### src/design/cke_pkg.sv
`timescale 1ns / 1ps
`default_nettype none
// ----------------------------------------------------------------------------
// cke_pkg: shared definitions for the canonical k-mer encoder
// Nucleotide byte codes, decode function, defaults and control types.
// ----------------------------------------------------------------------------
package cke_pkg;

  // default largest k-mer length in bases
  localparam int MAX_K_DFLT = 32;

  // width of the length register and its reset value
  localparam int KMER_LEN_W = 6;
  localparam logic [KMER_LEN_W-1:0] KMER_LEN_RST = 6'd31;

  // result field width
  localparam int KMER_OUT_W = 64;

  // ascii nucleotide letters
  localparam logic [7:0] CH_A_UP = 8'h41;
  localparam logic [7:0] CH_C_UP = 8'h43;
  localparam logic [7:0] CH_G_UP = 8'h47;
  localparam logic [7:0] CH_T_UP = 8'h54;
  localparam logic [7:0] CH_A_LO = 8'h61;
  localparam logic [7:0] CH_C_LO = 8'h63;
  localparam logic [7:0] CH_G_LO = 8'h67;
  localparam logic [7:0] CH_T_LO = 8'h74;

  // 2-bit base codes
  localparam logic [1:0] BASE_A = 2'd0;
  localparam logic [1:0] BASE_C = 2'd1;
  localparam logic [1:0] BASE_G = 2'd2;
  localparam logic [1:0] BASE_T = 2'd3;

  // decoded base: ok is low for anything that is not a nucleotide
  typedef struct packed {
    logic       ok;
    logic [1:0] code;
  } base_dec_t;

  // per-request control into the rolling code unit
  typedef struct packed {
    logic      step;
    logic      record_start;
    base_dec_t base;
  } roll_ctl_t;

  function automatic base_dec_t decode_base(input logic [7:0] b);
    base_dec_t d;
    d.ok   = 1'b1;
    d.code = BASE_A;
    unique case (b) inside
      CH_A_UP, CH_A_LO: d.code = BASE_A;
      CH_C_UP, CH_C_LO: d.code = BASE_C;
      CH_G_UP, CH_G_LO: d.code = BASE_G;
      CH_T_UP, CH_T_LO: d.code = BASE_T;
      default:          d.ok   = 1'b0;
    endcase
    return d;
  endfunction

endpackage
`default_nettype wire

### src/design/cke_roll.sv
`timescale 1ns / 1ps
`default_nettype none
// ----------------------------------------------------------------------------
// cke_roll: rolling forward and reverse-complement codes
// Holds both codes and the valid-base run, and forms the canonical k-mer.
// ----------------------------------------------------------------------------
module cke_roll #(
  parameter int MAX_K = 32,
  parameter int KW    = $clog2(MAX_K + 1),
  parameter int CW    = 2 * MAX_K
) (
  input  wire logic             clk,
  input  wire logic             rst,
  input  wire cke_pkg::roll_ctl_t ctl,
  input  wire logic             clear_run,
  input  wire logic [KW-1:0]    k,
  output logic                  emit,
  output logic [CW-1:0]         kmer
);
  import cke_pkg::*;

  logic [CW-1:0] fwd;
  logic [CW-1:0] rev;
  logic [KW-1:0] run;
  logic [CW-1:0] fwd_next;
  logic [CW-1:0] rev_next;
  logic [KW-1:0] run_next;
  logic [KW-1:0] run_base;
  logic [CW-1:0] fwd_sh;
  logic [CW-1:0] rev_sh;

  // shift codes and mask to 2k bits
  // complement is or-ed into the top slot, which still holds old bits after k shrinks
  always_comb begin
    fwd_sh = CW'({fwd, ctl.base.code});
    rev_sh = rev >> 2;
    for (int j = 0; j < MAX_K; j++) begin
      if (KW'(j + 1) == k) begin
        rev_sh[2*j +: 2] = rev_sh[2*j +: 2] | ~ctl.base.code;
      end
      if (KW'(j) < k) begin
        fwd_next[2*j +: 2] = fwd_sh[2*j +: 2];
        rev_next[2*j +: 2] = rev_sh[2*j +: 2];
      end else begin
        fwd_next[2*j +: 2] = 2'b00;
        rev_next[2*j +: 2] = 2'b00;
      end
    end
  end

  // run of valid bases, saturating at k
  always_comb begin
    run_base = ctl.record_start ? '0 : run;
    if (!ctl.base.ok) begin
      run_next = '0;
    end else if (run_base < k) begin
      run_next = run_base + KW'(1);
    end else begin
      run_next = run_base;
    end
  end

  assign emit = ctl.base.ok && (run_next >= k);
  assign kmer = (fwd_next < rev_next) ? fwd_next : rev_next;

  // state registers
  always_ff @(posedge clk) begin
    if (rst) begin
      fwd <= '0;
      rev <= '0;
      run <= '0;
    end else if (ctl.step) begin
      run <= run_next;
      if (ctl.base.ok) begin
        fwd <= fwd_next;
        rev <= rev_next;
      end
    end else if (clear_run) begin
      run <= '0;
    end
  end

endmodule
`default_nettype wire

### src/design/canonical_kmer_encoder.sv
`timescale 1ns / 1ps
`default_nettype none
// A request is captured in the input register, its result then in the output register.
// Throughput: one byte per cycle while in_stall is low; the rolling code update and the 2k-bit
// min compare sit between the input register and the output register.
// Reset: synchronous; codes, run and valid flags cleared, length register back to 31.
// Output register stalls propagate to in_stall within the same cycle.
// ----------------------------------------------------------------------------
// canonical_kmer_encoder: streaming canonical 2-bit k-mer encoder
// Byte stream in, min of forward and reverse-complement k-mer codes out.
// ----------------------------------------------------------------------------
module canonical_kmer_encoder #(
  parameter int MAX_K = cke_pkg::MAX_K_DFLT
) (
  input  wire logic                           clk,
  input  wire logic                           rst,
  input  wire logic                           cfg_valid,
  output logic                                cfg_ready,
  input  wire logic [cke_pkg::KMER_LEN_W-1:0] kmer_len,
  input  wire logic                           in_valid,
  output logic                                in_stall,
  input  wire logic [7:0]                     base_byte,
  input  wire logic                           record_start,
  output logic                                out_valid,
  input  wire logic                           out_stall,
  output logic [cke_pkg::KMER_OUT_W-1:0]      canonical_kmer
);
  import cke_pkg::*;

  localparam int KW = $clog2(MAX_K + 1);
  localparam int CW = 2 * MAX_K;

  logic [KMER_LEN_W-1:0] klen;
  logic [KW-1:0]         k_eff;
  logic                  s1_valid;
  logic [7:0]            s1_byte;
  logic                  s1_start;
  logic                  out_free;
  logic                  s1_fire;
  logic                  in_take;
  logic                  cfg_take;
  roll_ctl_t             ctl;
  logic                  emit;
  logic [CW-1:0]         kmer;

  assign cfg_ready = 1'b1;
  assign cfg_take  = cfg_valid && cfg_ready;

  // length register
  always_ff @(posedge clk) begin
    if (rst) begin
      klen <= KMER_LEN_RST;
    end else if (cfg_take) begin
      klen <= kmer_len;
    end
  end

  // clamp length to 1..MAX_K
  always_comb begin
    if (klen == '0) begin
      k_eff = KW'(1);
    end else if (klen > KMER_LEN_W'(MAX_K)) begin
      k_eff = KW'(MAX_K);
    end else begin
      k_eff = KW'(klen);
    end
  end

  // handshake
  assign out_free = !out_valid || !out_stall;
  assign s1_fire  = s1_valid && out_free;
  assign in_stall = s1_valid && !out_free;
  assign in_take  = in_valid && !in_stall;

  // input register
  always_ff @(posedge clk) begin
    if (rst) begin
      s1_valid <= 1'b0;
    end else if (in_take) begin
      s1_valid <= 1'b1;
    end else if (s1_fire) begin
      s1_valid <= 1'b0;
    end
  end

  always_ff @(posedge clk) begin
    if (in_take) begin
      s1_byte  <= base_byte;
      s1_start <= record_start;
    end
  end

  // rolling code unit
  assign ctl.step         = s1_fire;
  assign ctl.record_start = s1_start;
  assign ctl.base         = decode_base(s1_byte);

  cke_roll #(
    .MAX_K (MAX_K),
    .KW    (KW),
    .CW    (CW)
  ) u_roll (
    .clk       (clk),
    .rst       (rst),
    .ctl       (ctl),
    .clear_run (cfg_take),
    .k         (k_eff),
    .emit      (emit),
    .kmer      (kmer)
  );

  // output register
  always_ff @(posedge clk) begin
    if (rst) begin
      out_valid <= 1'b0;
    end else if (out_free) begin
      out_valid <= s1_fire && emit;
    end
  end

  always_ff @(posedge clk) begin
    if (out_free && s1_fire && emit) begin
      canonical_kmer <= KMER_OUT_W'(kmer);
    end
  end

endmodule
`default_nettype wire

### config.mk
export PLATFORM = sky130hd
export DESIGN_NAME = canonical_kmer_encoder
export DESIGN_NICKNAME = d
export VERILOG_FILES = /design/src/design/cke_pkg.sv /design/src/design/cke_roll.sv /design/src/design/canonical_kmer_encoder.sv
export SDC_FILE = /design/constraint.sdc
export NUM_CORES = 1
export LEC_CHECK = 0
export BUFFER_PORTS_ARGS = -buffer_cell sky130_fd_sc_hd__buf_2
export CORE_UTILIZATION = 29
export CTS_CLUSTER_DIAMETER = 100
export CTS_CLUSTER_SIZE = 40
export DETAILED_ROUTE_END_ITERATION = 16
export SLEW_MARGIN = 40
export SYNTH_ARGS = -nofsm -noshare
export SYNTH_HDL_FRONTEND = slang
export SYNTH_SLANG_ARGS = --single-unit
export TNS_END_PERCENT = 50
### constraint.sdc
create_clock -name clk -period 17.8 [get_ports clk]
set_input_delay 0 -clock clk [delete_from_list [all_inputs] [get_ports clk]]
set_output_delay 0 -clock clk [all_outputs]
set_load 0.03 [all_outputs]
==> summary.txt <==
Synth
  – Synth top area share: 24.6%
  – Mapped Cells: roughly 1300
  – Mapped Nets: approximately 1400
  – Area leader, netlist: dfxtp_1
  – XOR/XNOR share of the synthesized area: 0.390%
  – Main combinational cell family by area after synthesis: simple AND/OR/NAND/NOR gates
  – FFs w/ async S/R, synth: 0%
  – Netlist cell types: 60
  – Simple-gate share of the synthesized area: between 20% and 30%
  – Sequential area share after synthesis: 43.8%
  – Complex-gate fraction of the synthesized area: 15.6%
  – Syn Area/Cell: 8.50 um2
  – Post-synth EDFFs: 72
  – Post-synth top flop: dfxtp_1
  – Multiplexer share of the synthesized area: about 6.1%
  – Synth Area in Adders: between 8 and 9%
  – Yosys warnings: 0
  – Yosys reg bits: 210
  – Synthesized area: 11200 um2
  – Synth top area cells: dfxtp_1 25%, edfxtp_1 19%, ha_1 8.3%, nor2_1 7.0%, nand2_1 6.6%

Pwr
  – Sequential share of power: 56.8%
  – Cell area power density: around 70 nW/um2
  – Worst vdd ir: 54.2 uV
  – Pint: ~0.65 mW
  – Switching pwr: 0.237 mW
  – Leakage: 5.05 nW
  – Power share of the combinational group: 10.3%
  – Total chip power: 0.886 mW
  – Sw frac: 26.7%
  – Power share of the clock group: 32.9%

Cells and area
  – Layout overhead on the synthesized area: 13.1%
  – Fraction of layout cells with a size suffix above 1: 10.2%
  – Final Cell Area: about 13000 um2
  – Ant diodes: 0
  – Final nets: 1480
  – Layout Utilization: around a third
  – Fin cells: 1900
  – Filler Cells Inserted: 3955

Drt
  – ANT nets after route: 0
  – Iteration-0 DRC Markers: around 830
  – Via/cell ratio: roughly 4.9
  – Drt total wl: 29.2 mm
  – Drt wl/cell: 15.4 um
  – DRT Pass-1 Iters: 6
  – Routed via count: 9367
  – Residual DRC count: 0

Critical path
  – CP startpoint kind: flip-flop
  – Crit-path max FO: 38
  – Crit path arrival time: between 6 and 7 ns
  – WS Path Type: flip-flop to flip-flop
  – Crit. End Element: flip-flop
  – CP required: 18.03 ns

STA
  – Highest Clock Rate: around 170 MHz
  – Unrepaired setup endpoints after global routing: false
  – Setup violators final: 0
  – Least-Margin Pin Slew: 0.848 ns
  – Fin crit period: around 6.0 ns
  – Tcrit/Tclk final: 33.7%
  – Final Hold Fails: 0
  – Clock skew: 0.0511 ns
  – Pins Over Slew Limit: 0
  – Setup_tns: 0 ns
  – Max_slew headroom: between 40% and 50%

Placed design
  – Port bufs: 84
  – Final GP Congestion: 0.835
  – Cell count after placement: 1857
  – Placement Cell Area: 12100 um2
  – Final HPWL DP: about 21 mm

Clock tree
  – CTS tree: yes
  – # Post-CTS Setup Buffers: 0
  – Longest Clk Path Bufs: 3
  – Clock transition at path regs: ~0.15 ns
  – Root Driver: clkbuf_16
  – H-tree depth: 1
  – CTS Sinks: 210
  – Later-pin clock latency in the skew report: 0.51 ns
  – CTS Buf Count: 10
  – PostCTS Resize Cnt: 0

Run status
  – Status: finished clean

Floorplan
  – DIE AREA: 39600 um2
  – Core Region: 37900 um2
  – Horiz. Die Dim: between 150 and 200 um
  – Die Span Y: 199 um
  – Initial Utilization: about 30%
  – Row count: 71
  – # IOs: 87

Global route
  – Pin count of the biggest net entering global routing: 114
  – Vias in the first global route: 8640
  – Initial antenna violation count: 0
  – Gr usage total: 14.8%
  – First-pass GRT wire length: 46.8 mm
  – GRT overflow: 0

Flow run
  – Max Cap Viol: 0

Hold path
  – Worst min path class: primary input to flip-flop
-- critical path: stages (launching register included) --
cell and delay, ns:
edfxtp_1 0.46, and3b_1 0.21, o211ai_2 0.16, buf_4 0.22, inv_1 0.32, nor3_1 0.69, a31oi_1 0.17, nor2_1 0.30
inv_1 0.09, ha_1 0.31, nand4_1 0.12, nor4_1 0.60, o311ai_0 0.26, nand2_1 0.14, a2111oi_2 0.08, o21ai_4 0.16
buf_4 0.41, buf_4 0.62, mux2_4 0.35
-- cell families after synthesis --
group                    count (synthesis)
buffers and inverters                  145
XOR/XNOR                                 5
AND/OR/NAND/NOR                        524
flip-flops                             210
adder cells (fa/ha/maj)                 75
multiplexers                            67
AO/OA/AOI/OAI                          296
other                                    1
-- cells in the final DEF (no fill, tap or decap), types with 16 or more instances in the layout --
| master | n |
|---|---|
| nor2_1 | 210 |
| nand2_1 | 197 |
| dfxtp_1 | 136 |
| a21oi_1 | 131 |
| buf_2 | 83 |
| inv_1 | 75 |
| ha_1 | 75 |
| edfxtp_1 | 72 |
| o21ai_0 | 64 |
| mux2i_1 | 60 |
| dlygate4sd3_1 | 27 |
| o21a_1 | 26 |
| nor3_1 | 16 |
| nand4_1 | 16 |
-- through the flow --
stage               hold WS, ns  worst slack [ns]
floorplan                0.0989             11.23
global placement          0.177             11.89
detailed placement        0.178             11.79
CTS                      0.0345             11.74
global route             0.0556             11.30
finish                   0.0287             11.80
-- flip-flops by register name, indices dropped and copies added, names as in the netlist, 6 cells and up --
name and cells:
u_roll.run 6, canonical_kmer 64, u_roll.fwd 62, s1_byte 7, u_roll.rev 62, klen 6
-- synth_stat cells, types with 12 or more instances --
cell,number
a21oi_1,132
o21ai_0,64
nor2_1,211
mux2i_1,60
nor4_1,12
nand3_1,12
clkbuf_1,43
edfxtp_1,72
buf_2,15
a211oi_1,13
dfxtp_1,138
inv_1,75
nand4_1,16
nand2_1,197
nor3_1,16
nor2b_1,15
o21a_1,26
ha_1,75
-- path summary, 6_finish.rpt --
kind	startpoint	end	slack, ns	cells after the start
worst max-delay path	s1_byte[1]$_DFFE_PP_	canonical_kmer[42]$_DFFE_PP_	11.80	18
worst min-delay path	rst	u_roll.rev[46]$_SDFFE_PP0P_	0.03	2
worst max register to register	s1_byte[1]$_DFFE_PP_	canonical_kmer[42]$_DFFE_PP_	11.80	18
worst min register to register	u_roll.fwd[4]$_SDFFE_PP0P_	u_roll.fwd[4]$_SDFFE_PP0P_	0.46	2
-- final cells by class --
type                    instances  area, um2  area share, %
well taps                     511        639           5.03
flip-flops and latches        210       4930           38.7
multi-input cells             968       5740           45.1
inverters                      75        282           2.21
clock buffers                  12        279           2.19
clock inverters                 4       71.3          0.561
repair buffers                120        781           6.14
-- layer usage --
layer	wire length (um)	track usage (%)	up-vias
li1	-	-	4699
met1	13900	20.6	4420
met2	13500	24.4	218
met3	1370	1.90	30
met4	520	2.93	0
met5	0	0	-
-- power by group through the flow --
stage                     logic [mW]  registers (mW)  clock network [mW]
final                         0.0917           0.503               0.291
after global routing          0.0990           0.504               0.318
after CTS                     0.0911           0.503               0.302
after detailed placement      0.0860           0.513                   0
after global placement        0.0850           0.513                   0
after floorplan               0.0668           0.509                   0
-- timing repair --
action / 4_1_cts / 5_1_grt
setup endpoints to repair: 0 / 0
hold endpoints to repair: 16 / 0
hold buffers: 27 / 0
Power figures use the tool's default switching activity.
